[src/hdl/voxel_face_ao_vertex_emit_top_defines.svh]
// assertion macros for the voxel face ao vertex emitter
`ifndef VOXEL_FACE_AO_VERTEX_EMIT_TOP_DEFINES_SVH
`define VOXEL_FACE_AO_VERTEX_EMIT_TOP_DEFINES_SVH

// same-cycle implication, checked outside reset
`define VFAO_ASSERT_NOW(label, clk, rst, ante, cons) \
   label: assert property (@(posedge clk) disable iff (rst) (ante) |-> (cons)) \
      else $error("vfao check failed");

// next-cycle implication, checked outside reset
`define VFAO_ASSERT_NEXT(label, clk, rst, ante, cons) \
   label: assert property (@(posedge clk) disable iff (rst) (ante) |=> (cons)) \
      else $error("vfao check failed");

`endif

[src/hdl/vfao_pkg.sv]
// shared types, codes and tables for the voxel face ao vertex emitter
package vfao_pkg;

   localparam int FACE_COUNT = 6;
   localparam int VERT_COUNT = 6;
   localparam int PICK_COUNT = 8;

   localparam logic [2:0] LAST_VERTEX = 3'd5;

   // face codes
   localparam logic [2:0] FACE_TOP    = 3'd4;
   localparam logic [2:0] FACE_BOTTOM = 3'd5;

   // block type codes
   localparam logic [2:0] BLK_AIR   = 3'd0;
   localparam logic [2:0] BLK_GRASS = 3'd1;
   localparam logic [2:0] BLK_DIRT  = 3'd2;
   localparam logic [2:0] BLK_STONE = 3'd3;
   localparam logic [2:0] BLK_GLASS = 3'd4;

   // atlas tiles
   localparam logic [7:0] TILE_NONE       = 8'd0;
   localparam logic [7:0] TILE_GRASS_SIDE = 8'd1;
   localparam logic [7:0] TILE_GRASS_TOP  = 8'd2;
   localparam logic [7:0] TILE_DIRT       = 8'd3;
   localparam logic [7:0] TILE_STONE      = 8'd4;
   localparam logic [7:0] TILE_GLASS      = 8'd6;

   typedef struct packed {
      logic [2:0]  face;
      logic [2:0]  block_type;
      logic [3:0]  local_x;
      logic [3:0]  local_y;
      logic [3:0]  local_z;
      logic [26:0] neighbor_mask;
   } req_type;

   typedef struct packed {
      logic [2:0]  vertex_index;
      logic [29:0] packed_position;
      logic [25:0] packed_uv_ao;
      logic        last;
   } rsp_type;

   // classified face waiting for emission
   typedef struct packed {
      logic [2:0]       face;
      logic [3:0]       local_x;
      logic [3:0]       local_y;
      logic [3:0]       local_z;
      logic [7:0]       tile;
      logic [3:0][1:0]  ao_levels;
   } face_desc_type;

   typedef struct packed {
      logic full;
      logic empty;
   } q_stat_type;

   // corner offset {x,y,z} per face and vertex
   localparam logic [2:0] CORNER_TAB [FACE_COUNT][VERT_COUNT] = '{
      '{3'b011, 3'b001, 3'b111, 3'b001, 3'b101, 3'b111},
      '{3'b110, 3'b100, 3'b010, 3'b100, 3'b000, 3'b010},
      '{3'b111, 3'b101, 3'b110, 3'b101, 3'b100, 3'b110},
      '{3'b010, 3'b000, 3'b011, 3'b000, 3'b001, 3'b011},
      '{3'b010, 3'b011, 3'b110, 3'b011, 3'b111, 3'b110},
      '{3'b001, 3'b000, 3'b101, 3'b000, 3'b100, 3'b101}
   };

   // mask bit of top, left, bottom, right, tl, tr, bl, br per face
   localparam logic [4:0] PICK_TAB [FACE_COUNT][PICK_COUNT] = '{
      '{5'd17, 5'd5,  5'd11, 5'd23, 5'd8,  5'd26, 5'd2,  5'd20},
      '{5'd15, 5'd21, 5'd9,  5'd3,  5'd24, 5'd6,  5'd18, 5'd0 },
      '{5'd25, 5'd23, 5'd19, 5'd21, 5'd26, 5'd24, 5'd20, 5'd18},
      '{5'd7,  5'd3,  5'd1,  5'd5,  5'd6,  5'd8,  5'd0,  5'd2 },
      '{5'd15, 5'd7,  5'd17, 5'd25, 5'd6,  5'd24, 5'd8,  5'd26},
      '{5'd11, 5'd1,  5'd9,  5'd19, 5'd2,  5'd20, 5'd0,  5'd18}
   };

   // {u,v} per vertex, a set bit means full scale
   localparam logic [1:0] UV_TAB [VERT_COUNT] = '{
      2'b01, 2'b00, 2'b11, 2'b00, 2'b10, 2'b11
   };

   function automatic logic face_ok(input logic [2:0] face);
      return face < 3'(FACE_COUNT);
   endfunction

   function automatic logic [2:0] corner_of(input logic [2:0] face, input logic [2:0] vtx);
      logic [2:0] c;
      c = '0;
      if (face_ok(face) && vtx < 3'(VERT_COUNT)) begin
         c = CORNER_TAB[face][vtx];
      end
      return c;
   endfunction

   function automatic logic [1:0] uv_of(input logic [2:0] vtx);
      logic [1:0] uv;
      uv = '0;
      if (vtx < 3'(VERT_COUNT)) begin
         uv = UV_TAB[vtx];
      end
      return uv;
   endfunction

   function automatic logic [PICK_COUNT-1:0] neighbors_of(input logic [2:0]  face,
                                                          input logic [26:0] mask);
      logic [PICK_COUNT-1:0] nb;
      nb = '0;
      if (face_ok(face)) begin
         for (int k = 0; k < PICK_COUNT; k++) begin
            nb[k] = mask[PICK_TAB[face][k]];
         end
      end
      return nb;
   endfunction

   function automatic logic [1:0] ao_level(input logic side_a, input logic side_b,
                                           input logic corner);
      logic [1:0] lvl;
      if (side_a && side_b) begin
         lvl = 2'd0;
      end else begin
         lvl = 2'd3 - {1'b0, side_a} - {1'b0, side_b} - {1'b0, corner};
      end
      return lvl;
   endfunction

   function automatic logic [7:0] tile_of(input logic [2:0] face, input logic [2:0] btype);
      logic [7:0] t;
      t = TILE_NONE;
      if (face_ok(face)) begin
         case (btype)
            BLK_AIR: begin
               t = TILE_NONE;
            end
            BLK_GRASS: begin
               if (face == FACE_TOP) begin
                  t = TILE_GRASS_TOP;
               end else if (face == FACE_BOTTOM) begin
                  t = TILE_DIRT;
               end else begin
                  t = TILE_GRASS_SIDE;
               end
            end
            BLK_DIRT: begin
               t = TILE_DIRT;
            end
            BLK_STONE: begin
               t = TILE_STONE;
            end
            BLK_GLASS: begin
               t = TILE_GLASS;
            end
            default: begin
               t = TILE_NONE;
            end
         endcase
      end
      return t;
   endfunction

endpackage

[src/hdl/vfao_front.sv]
// front end: picks neighbors, forms corner ao levels and the atlas tile
module vfao_front (
   input  vfao_pkg::req_type       item,
   output vfao_pkg::face_desc_type desc
);
   import vfao_pkg::*;

   logic [PICK_COUNT-1:0] nb;

   // nb: top, left, bottom, right, tl, tr, bl, br
   assign nb = neighbors_of(item.face, item.neighbor_mask);

   always_comb begin
      desc.face         = item.face;
      desc.local_x      = item.local_x;
      desc.local_y      = item.local_y;
      desc.local_z      = item.local_z;
      desc.tile         = tile_of(item.face, item.block_type);
      desc.ao_levels[0] = ao_level(nb[0], nb[1], nb[4]);
      desc.ao_levels[1] = ao_level(nb[0], nb[3], nb[5]);
      desc.ao_levels[2] = ao_level(nb[2], nb[1], nb[6]);
      desc.ao_levels[3] = ao_level(nb[2], nb[3], nb[7]);
   end

endmodule

[src/hdl/vfao_queue.sv]
// short fifo of classified faces between front and back
module vfao_queue #(
   parameter int DEPTH = 2
) (
   input  logic                    clock,
   input  logic                    reset,
   input  logic                    push,
   input  vfao_pkg::face_desc_type push_data,
   input  logic                    pop,
   output vfao_pkg::face_desc_type pop_data,
   output vfao_pkg::q_stat_type    status
);
   import vfao_pkg::*;

   localparam int PTR_W = (DEPTH > 1) ? $clog2(DEPTH) : 1;
   localparam int CNT_W = $clog2(DEPTH + 1);
   localparam logic [PTR_W-1:0] PTR_LAST = PTR_W'(DEPTH - 1);
   localparam logic [CNT_W-1:0] CNT_FULL = CNT_W'(DEPTH);

   face_desc_type    entry_ff [DEPTH];
   logic [PTR_W-1:0] wr_ptr_ff, wr_ptr_in;
   logic [PTR_W-1:0] rd_ptr_ff, rd_ptr_in;
   logic [CNT_W-1:0] count_ff, count_in;

   always_comb begin
      wr_ptr_in = wr_ptr_ff;
      rd_ptr_in = rd_ptr_ff;
      count_in  = count_ff;
      if (push) begin
         wr_ptr_in = (wr_ptr_ff == PTR_LAST) ? '0 : wr_ptr_ff + 1'b1;
      end
      if (pop) begin
         rd_ptr_in = (rd_ptr_ff == PTR_LAST) ? '0 : rd_ptr_ff + 1'b1;
      end
      if (push && !pop) begin
         count_in = count_ff + 1'b1;
      end else if (pop && !push) begin
         count_in = count_ff - 1'b1;
      end
   end

   always_ff @(posedge clock) begin
      if (reset) begin
         wr_ptr_ff <= '0;
         rd_ptr_ff <= '0;
         count_ff  <= '0;
      end else begin
         wr_ptr_ff <= wr_ptr_in;
         rd_ptr_ff <= rd_ptr_in;
         count_ff  <= count_in;
      end
   end

   always_ff @(posedge clock) begin
      if (push) begin
         entry_ff[wr_ptr_ff] <= push_data;
      end
   end

   assign pop_data     = entry_ff[rd_ptr_ff];
   assign status.full  = (count_ff == CNT_FULL);
   assign status.empty = (count_ff == '0);

endmodule

[src/hdl/vfao_back.sv]
// back end: walks the six vertices of a face and drives the result beats
module vfao_back (
   input  logic                    clock,
   input  logic                    reset,
   input  vfao_pkg::q_stat_type    status,
   input  vfao_pkg::face_desc_type pop_data,
   output logic                    pop,
   output logic                    rsp_valid,
   output vfao_pkg::rsp_type       rsp_item
);
   import vfao_pkg::*;

   logic          active_ff, active_in;
   logic [2:0]    vtx_ff, vtx_in;
   face_desc_type cur_ff, cur_in;
   logic          rsp_valid_ff, rsp_valid_in;
   rsp_type       rsp_ff, rsp_in;

   logic [2:0] corner;
   logic [1:0] uv;
   logic [4:0] sum_x, sum_y, sum_z;

   // next face loads when idle or on the closing vertex
   assign pop = (!active_ff || vtx_ff == LAST_VERTEX) && !status.empty;

   always_comb begin
      active_in = active_ff;
      vtx_in    = vtx_ff;
      cur_in    = cur_ff;
      if (pop) begin
         cur_in    = pop_data;
         vtx_in    = '0;
         active_in = 1'b1;
      end else if (active_ff && vtx_ff == LAST_VERTEX) begin
         active_in = 1'b0;
      end else if (active_ff) begin
         vtx_in = vtx_ff + 1'b1;
      end
   end

   always_comb begin
      corner = corner_of(cur_ff.face, vtx_ff);
      uv     = uv_of(vtx_ff);
      sum_x  = {4'b0, corner[2]} + {1'b0, cur_ff.local_x};
      sum_y  = {4'b0, corner[1]} + {1'b0, cur_ff.local_y};
      sum_z  = {4'b0, corner[0]} + {1'b0, cur_ff.local_z};
      rsp_valid_in           = active_ff;
      rsp_in.vertex_index    = vtx_ff;
      rsp_in.packed_position = {1'b0, sum_z, 4'b0, 1'b0, sum_y, 4'b0, 1'b0, sum_x, 4'b0};
      rsp_in.packed_uv_ao    = {cur_ff.ao_levels[3], 2'b00, cur_ff.ao_levels[2],
                                cur_ff.ao_levels[1], cur_ff.ao_levels[0], cur_ff.tile,
                                {4{uv[0]}}, {4{uv[1]}}};
      rsp_in.last            = (vtx_ff == LAST_VERTEX);
   end

   always_ff @(posedge clock) begin
      if (reset) begin
         active_ff    <= 1'b0;
         vtx_ff       <= '0;
         rsp_valid_ff <= 1'b0;
      end else begin
         active_ff    <= active_in;
         vtx_ff       <= vtx_in;
         rsp_valid_ff <= rsp_valid_in;
      end
   end

   always_ff @(posedge clock) begin
      cur_ff <= cur_in;
      rsp_ff <= rsp_in;
   end

   assign rsp_valid = rsp_valid_ff;
   assign rsp_item  = rsp_ff;

endmodule

[src/hdl/voxel_face_ao_vertex_emit_top.sv]
// voxel face mesher top level: emits six ao-shaded vertices per visible face
//
// input channel: a face beat (req_item) is taken at a rising edge with start high
//   and busy low; busy is high only while the face queue is full
// result channel: each vertex beat sits on rsp_item for one cycle with rsp_valid
//   high; the receiver cannot hold beats off, so none is ever stalled
// the first vertex of a face passes through a queue entry, the back end's face
//   register and the result register; vertices 0..5 follow on consecutive cycles
// the single vertex port of the back end takes the next face only on the closing
//   vertex of its current face; queued faces follow with no gap between vertex runs
// the queue holds QUEUE_DEPTH classified faces, so a few faces can be taken
//   ahead of the back end before busy rises
// reset: synchronous, active high; empties the queue and stops any vertex run,
//   no beat is shown in the cycle after reset
// unknown face codes still give six vertices, at zero corner offsets, ao
//   levels of three and tile zero; unknown block types give tile zero
`include "voxel_face_ao_vertex_emit_top_defines.svh"

module voxel_face_ao_vertex_emit_top #(
   parameter int QUEUE_DEPTH = 2
) (
   input  logic              clock,
   input  logic              reset,
   input  logic              start,
   output logic              busy,
   input  vfao_pkg::req_type req_item,
   output logic              rsp_valid,
   output vfao_pkg::rsp_type rsp_item
);
   import vfao_pkg::*;

   face_desc_type front_desc;
   face_desc_type q_head;
   q_stat_type    q_status;
   logic          q_push;
   logic          q_pop;

   // classify the incoming face
   vfao_front u_front (
      .item (req_item),
      .desc (front_desc)
   );

   // accepted faces go straight into the queue
   assign busy   = q_status.full;
   assign q_push = start && !busy;

   vfao_queue #(
      .DEPTH (QUEUE_DEPTH)
   ) u_queue (
      .clock     (clock),
      .reset     (reset),
      .push      (q_push),
      .push_data (front_desc),
      .pop       (q_pop),
      .pop_data  (q_head),
      .status    (q_status)
   );

   // vertex sequencer and registered result beat
   vfao_back u_back (
      .clock     (clock),
      .reset     (reset),
      .status    (q_status),
      .pop_data  (q_head),
      .pop       (q_pop),
      .rsp_valid (rsp_valid),
      .rsp_item  (rsp_item)
   );

   // a face is only loaded from a non-empty queue
   `VFAO_ASSERT_NOW(a_pop_not_empty, clock, reset, q_pop, !q_status.empty)

   // last marks exactly the closing vertex
   `VFAO_ASSERT_NOW(a_last_on_final, clock, reset, rsp_valid,
                    rsp_item.last == (rsp_item.vertex_index == LAST_VERTEX))

   // a vertex run is never broken before its closing vertex
   `VFAO_ASSERT_NEXT(a_run_continues, clock, reset, rsp_valid && !rsp_item.last,
                     rsp_valid && rsp_item.vertex_index == $past(rsp_item.vertex_index) + 3'd1)

   // a run always starts at vertex zero
   `VFAO_ASSERT_NEXT(a_run_starts_zero, clock, reset, !rsp_valid || rsp_item.last,
                     !rsp_valid || rsp_item.vertex_index == 3'd0)

endmodule

[config.mk]
export PLATFORM = sky130hd
export DESIGN_NAME = voxel_face_ao_vertex_emit_top
export DESIGN_NICKNAME = d
export VERILOG_FILES = /design/src/hdl/vfao_pkg.sv /design/src/hdl/vfao_front.sv /design/src/hdl/vfao_queue.sv /design/src/hdl/vfao_back.sv /design/src/hdl/voxel_face_ao_vertex_emit_top.sv
export VERILOG_INCLUDE_DIRS = /design/src /design/src/hdl
export SDC_FILE = /design/constraint.sdc
export NUM_CORES = 1
export LEC_CHECK = 0
export BUFFER_PORTS_ARGS = -buffer_cell sky130_fd_sc_hd__buf_2
export CORE_ASPECT_RATIO = 0.9
export CORE_MARGIN = 5
export CORE_UTILIZATION = 49
export CTS_CLUSTER_SIZE = 40
export DETAILED_ROUTE_END_ITERATION = 10
export GPL_TIMING_DRIVEN = 0
export PLACE_DENSITY = 0.82
export SLEW_MARGIN = 20
export SYNTH_ARGS = -nofsm -noshare
export SYNTH_HDL_FRONTEND = slang
export SYNTH_SLANG_ARGS = --single-unit
export TNS_END_PERCENT = 10
[constraint.sdc]
create_clock -name clock -period 3.3 [get_ports clock]
set_clock_uncertainty 0.05 [all_clocks]
set_input_delay 0.66 -clock clock [delete_from_list [all_inputs] [get_ports clock]]
set_output_delay 0.66 -clock clock [all_outputs]
set_load 0.02 [all_outputs]
==> results_dict.tcl <==
set metrics [dict create \
    routed_wl_um 13300 \
    start_util 0.505 \
    dp_hpwl_um 9520 \
    use_met2 0.331 \
    muxShareOfSynthArea 0.125 \
    setup_viol_count_final 0 \
    hold_viol 0 \
    core_mm2 0.0115 \
    hold_buffers 0 \
    drtIter0Drc 423 \
    yosys_warnings 0 \
    antenna_found_initial 0 \
    synth_edf_count 78 \
    fillCellCount 863 \
    crit_fanout 12 \
    avgSynthCellArea_um2 12.9 \
    met3_usage 0.0468 \
    r2r-end "u_back.vtx_ff[1]" \
    track_usage 0.189 \
    clockBufferDepth 2 \
    rr_startpoint "u_back.vtx_ff[1]" \
    tightest_slew_ns 0.716 \
    end_kind "flip-flop" \
    vias_per_cell 5.44 \
    final.setup.tns_ns 0 \
    synth_compound_area_frac 0.0999 \
    final_cell_mix "buf_2 (88), edfxtp_1 (78), dfxtp_1 (41)" \
    crit_end "u_queue.entry_ff[1][2]" \
    slowest_delay_ns 0.48 \
    seqCellArea_mm2 0.00316 \
    layout_commonest_cell "buf_2" \
    arrival_ns 3.32 \
    gp_congestion 0.864 \
    cp.depth 12 \
    post_drt_wl_per_cell_um 17.8 \
    r2r_cells 7 \
    drive_gt1_frac 0.368 \
    p_per_area_mw_per_mm2 780 \
    path_clk_slew_ns 0.05 \
    rrSetupSlack_ns 0.67 \
    die_w_um 125 \
    cts_buffers 17 \
    leakagePower_nw 2.89 \
    yosysUniqueCellTypes 71 \
    post-route-util 0.624 \
    io_pins 110 \
    async_flop_share 0 \
    htree_levels 4 \
    chipHeight_um 113 \
    drc 0 \
    min_period_ns 3.22 \
    cts_tree "yes" \
    maxSlewHeadroom 0.510 \
    timing.fmax_mhz 311 \
    synth-xor-area-share 0.0211 \
    io_buffers 86 \
    fin_nets 654 \
    top_usage_layer "met2" \
    status "finished, final reports clean" \
    synth_top_family_by_area "multiplexers" \
    synthAdderAreaFrac 0.0623 \
    cts_root_buf "clkbuf_16" \
    post-place-ws_ns -0.531 \
    grt_pass1_vias 4141 \
    cp-start-kind "input pin" \
    crit_start "req_item[44]" \
    grt_setup_unrepaired "false" \
    grt_max_degree 27 \
    grt_pass1_wl_um 21200 \
    synth_cells 452 \
    dpl_cell_area_mm2 0.00661 \
    vdd_drop_max_uv 381 \
    synthToLayoutAreaGrowth_pct 23.4 \
    cap_violations 0 \
    slew_viol_final 0 \
    critical_path.top_delay_family "buffers and inverters" \
    vias 4073 \
    grt_overflow_total 0 \
    grt_util_met1 0.229 \
    row_count 37 \
    syn-cell-area_mm2 0.00582 \
    num_antenna_cells 0 \
    ys_ff_latch 119 \
    cts_sinks 119 \
    dieArea_mm2 0.0142 \
    synthSimpleGateAreaFrac 0.0801 \
    cp_data_required_time_ns 3.40 \
    multi_input_area_mm2 0.00239 \
    fin_crit_sh 0.974 \
    path_class "in -> reg" \
    synth_ff_type "edfxtp_1" \
    clkLatencyLatePin_ns 0.41 \
    ant_nets 0 \
    min_path_type "reg -> reg" \
    cp_num_buf_inv 6 \
    drt_pass1_iterations 5 \
    yosysSeqAreaShare 0.543 \
    design_area_mm2 0.00719 \
    worstPathCellList "buf_2 -> buf_6 -> buf_6 -> inv_2 -> buf_4 -> ha_4 -> mux4_2 -> mux2i_1 -> o31a_1 -> buf_4 -> fa_1 -> o21a_1" \
    layout_setup_ws_ns 0.0848 \
    cp_slowest_cell "mux4_2" \
]
==> cells by family after synthesis <==
| family | after synthesis |
|---|---|
| adder cells (fa/ha/maj) | 26 |
| multiplexers | 56 |
| flip-flops | 119 |
| buffers and inverters | 68 |
| other | 1 |
| AO/OA/AOI/OAI | 83 |
| XOR/XNOR | 14 |
| AND/OR/NAND/NOR | 85 |
==> worst register-to-register path: stages (launching register included) <==
cell and delay (ns):
dfxtp_1 0.52, inv_1 0.14, ha_1 0.20, and2_1 0.17
nor2b_2 0.33, nor2_4 0.18, buf_16 0.20, a2111oi_0 0.67
==> metrics by stage <==
stage	power (mW)	instances	hold WS, ns
floorplan	3.38	473	0.273
global placement	3.81	715	0.279
detailed placement	3.97	717	0.282
CTS	5.64	750	0.295
global route	5.88	749	0.310
finish	5.61	749	0.293
==> registers in the layout, summed over array words and instances (netlist names) <==
name and flops:
u_queue.count_ff 2, u_back.vtx_ff 3, u_back.active_ff 1, u_back.rsp_valid 1
u_back.rsp_item 32, u_queue.rd_ptr_ff 1, u_back.cur_ff 26, u_queue.entry_ff 52
u_queue.wr_ptr_ff 1
==> cell usage after synthesis, types with 5 or more instances <==
library cell / count / share of area
edfxtp_1: 78 / 0.40
dfxtp_1: 41 / 0.14
mux2_2: 32 / 0.062
buf_4: 30 / 0.039
nor2_1: 24 / 0.015
ha_1: 21 / 0.045
inv_1: 17 / 0.011
o21ai_0: 16 / 0.014
a21oi_1: 14 / 0.012
mux2i_1: 13 / 0.022
mux4_2: 10 / 0.039
nand2_1: 10 / 0.0064
clkbuf_1: 9 / 0.0058
a31oi_1: 7 / 0.0075
nand3_1: 7 / 0.0060
xnor2_1: 7 / 0.011
xor2_1: 7 / 0.011
a221oi_1: 6 / 0.0090
nand2b_1: 6 / 0.0064
nor3_1: 6 / 0.0052
buf_2: 5 / 0.0043
fa_1: 5 / 0.017
==> area by class of cell <==
| class | count | area share |
|---|---|---|
| clock inverter | 14 | 0.0143 |
| sequential | 119 | 0.440 |
| multi-input combinational | 286 | 0.332 |
| inverter | 19 | 0.00992 |
| tap | 156 | 0.0271 |
| clock buffer | 18 | 0.0611 |
| timing repair buffer | 89 | 0.0689 |
| buffer | 48 | 0.0466 |
==> what timing repair did <==
action	CTS	global route
resized for setup	2	9
pin swaps	1	1
setup endpoints to repair	8	8
cloned	0	0
buffers inserted	1	0
==> how the worst min path moves through the flow <==
| stage | to | slack [ns] | depth (start not counted) | start |
|---|---|---|---|---|
| after floorplan | u_back.rsp_item[10] | 0.27 | 0 | u_back.cur_ff[9] |
| after global placement | u_back.rsp_item[22] | 0.28 | 0 | u_back.cur_ff[5] |
| after detailed placement | u_back.rsp_item[11] | 0.28 | 0 | u_back.cur_ff[10] |
| after CTS | u_back.rsp_item[11] | 0.29 | 0 | u_back.cur_ff[10] |
| after global routing | u_back.rsp_item[11] | 0.31 | 0 | u_back.cur_ff[10] |
| final | u_back.rsp_item[11] | 0.29 | 0 | u_back.cur_ff[10] |
==> metal layers <==
metal,share of wire,vias to the layer above
li1,-,1907
met1,0.40,1948
met2,0.51,199
met3,0.071,19
met4,0.016,0
met5,0,-
==> power by group <==
part           internal (mW)  switching, mW
sequential              2.13          0.183
clock                  0.977          0.647
combinational          0.681          0.990
total                   3.79           1.82
No activity file was read; power rests on OpenSTA's default activity.
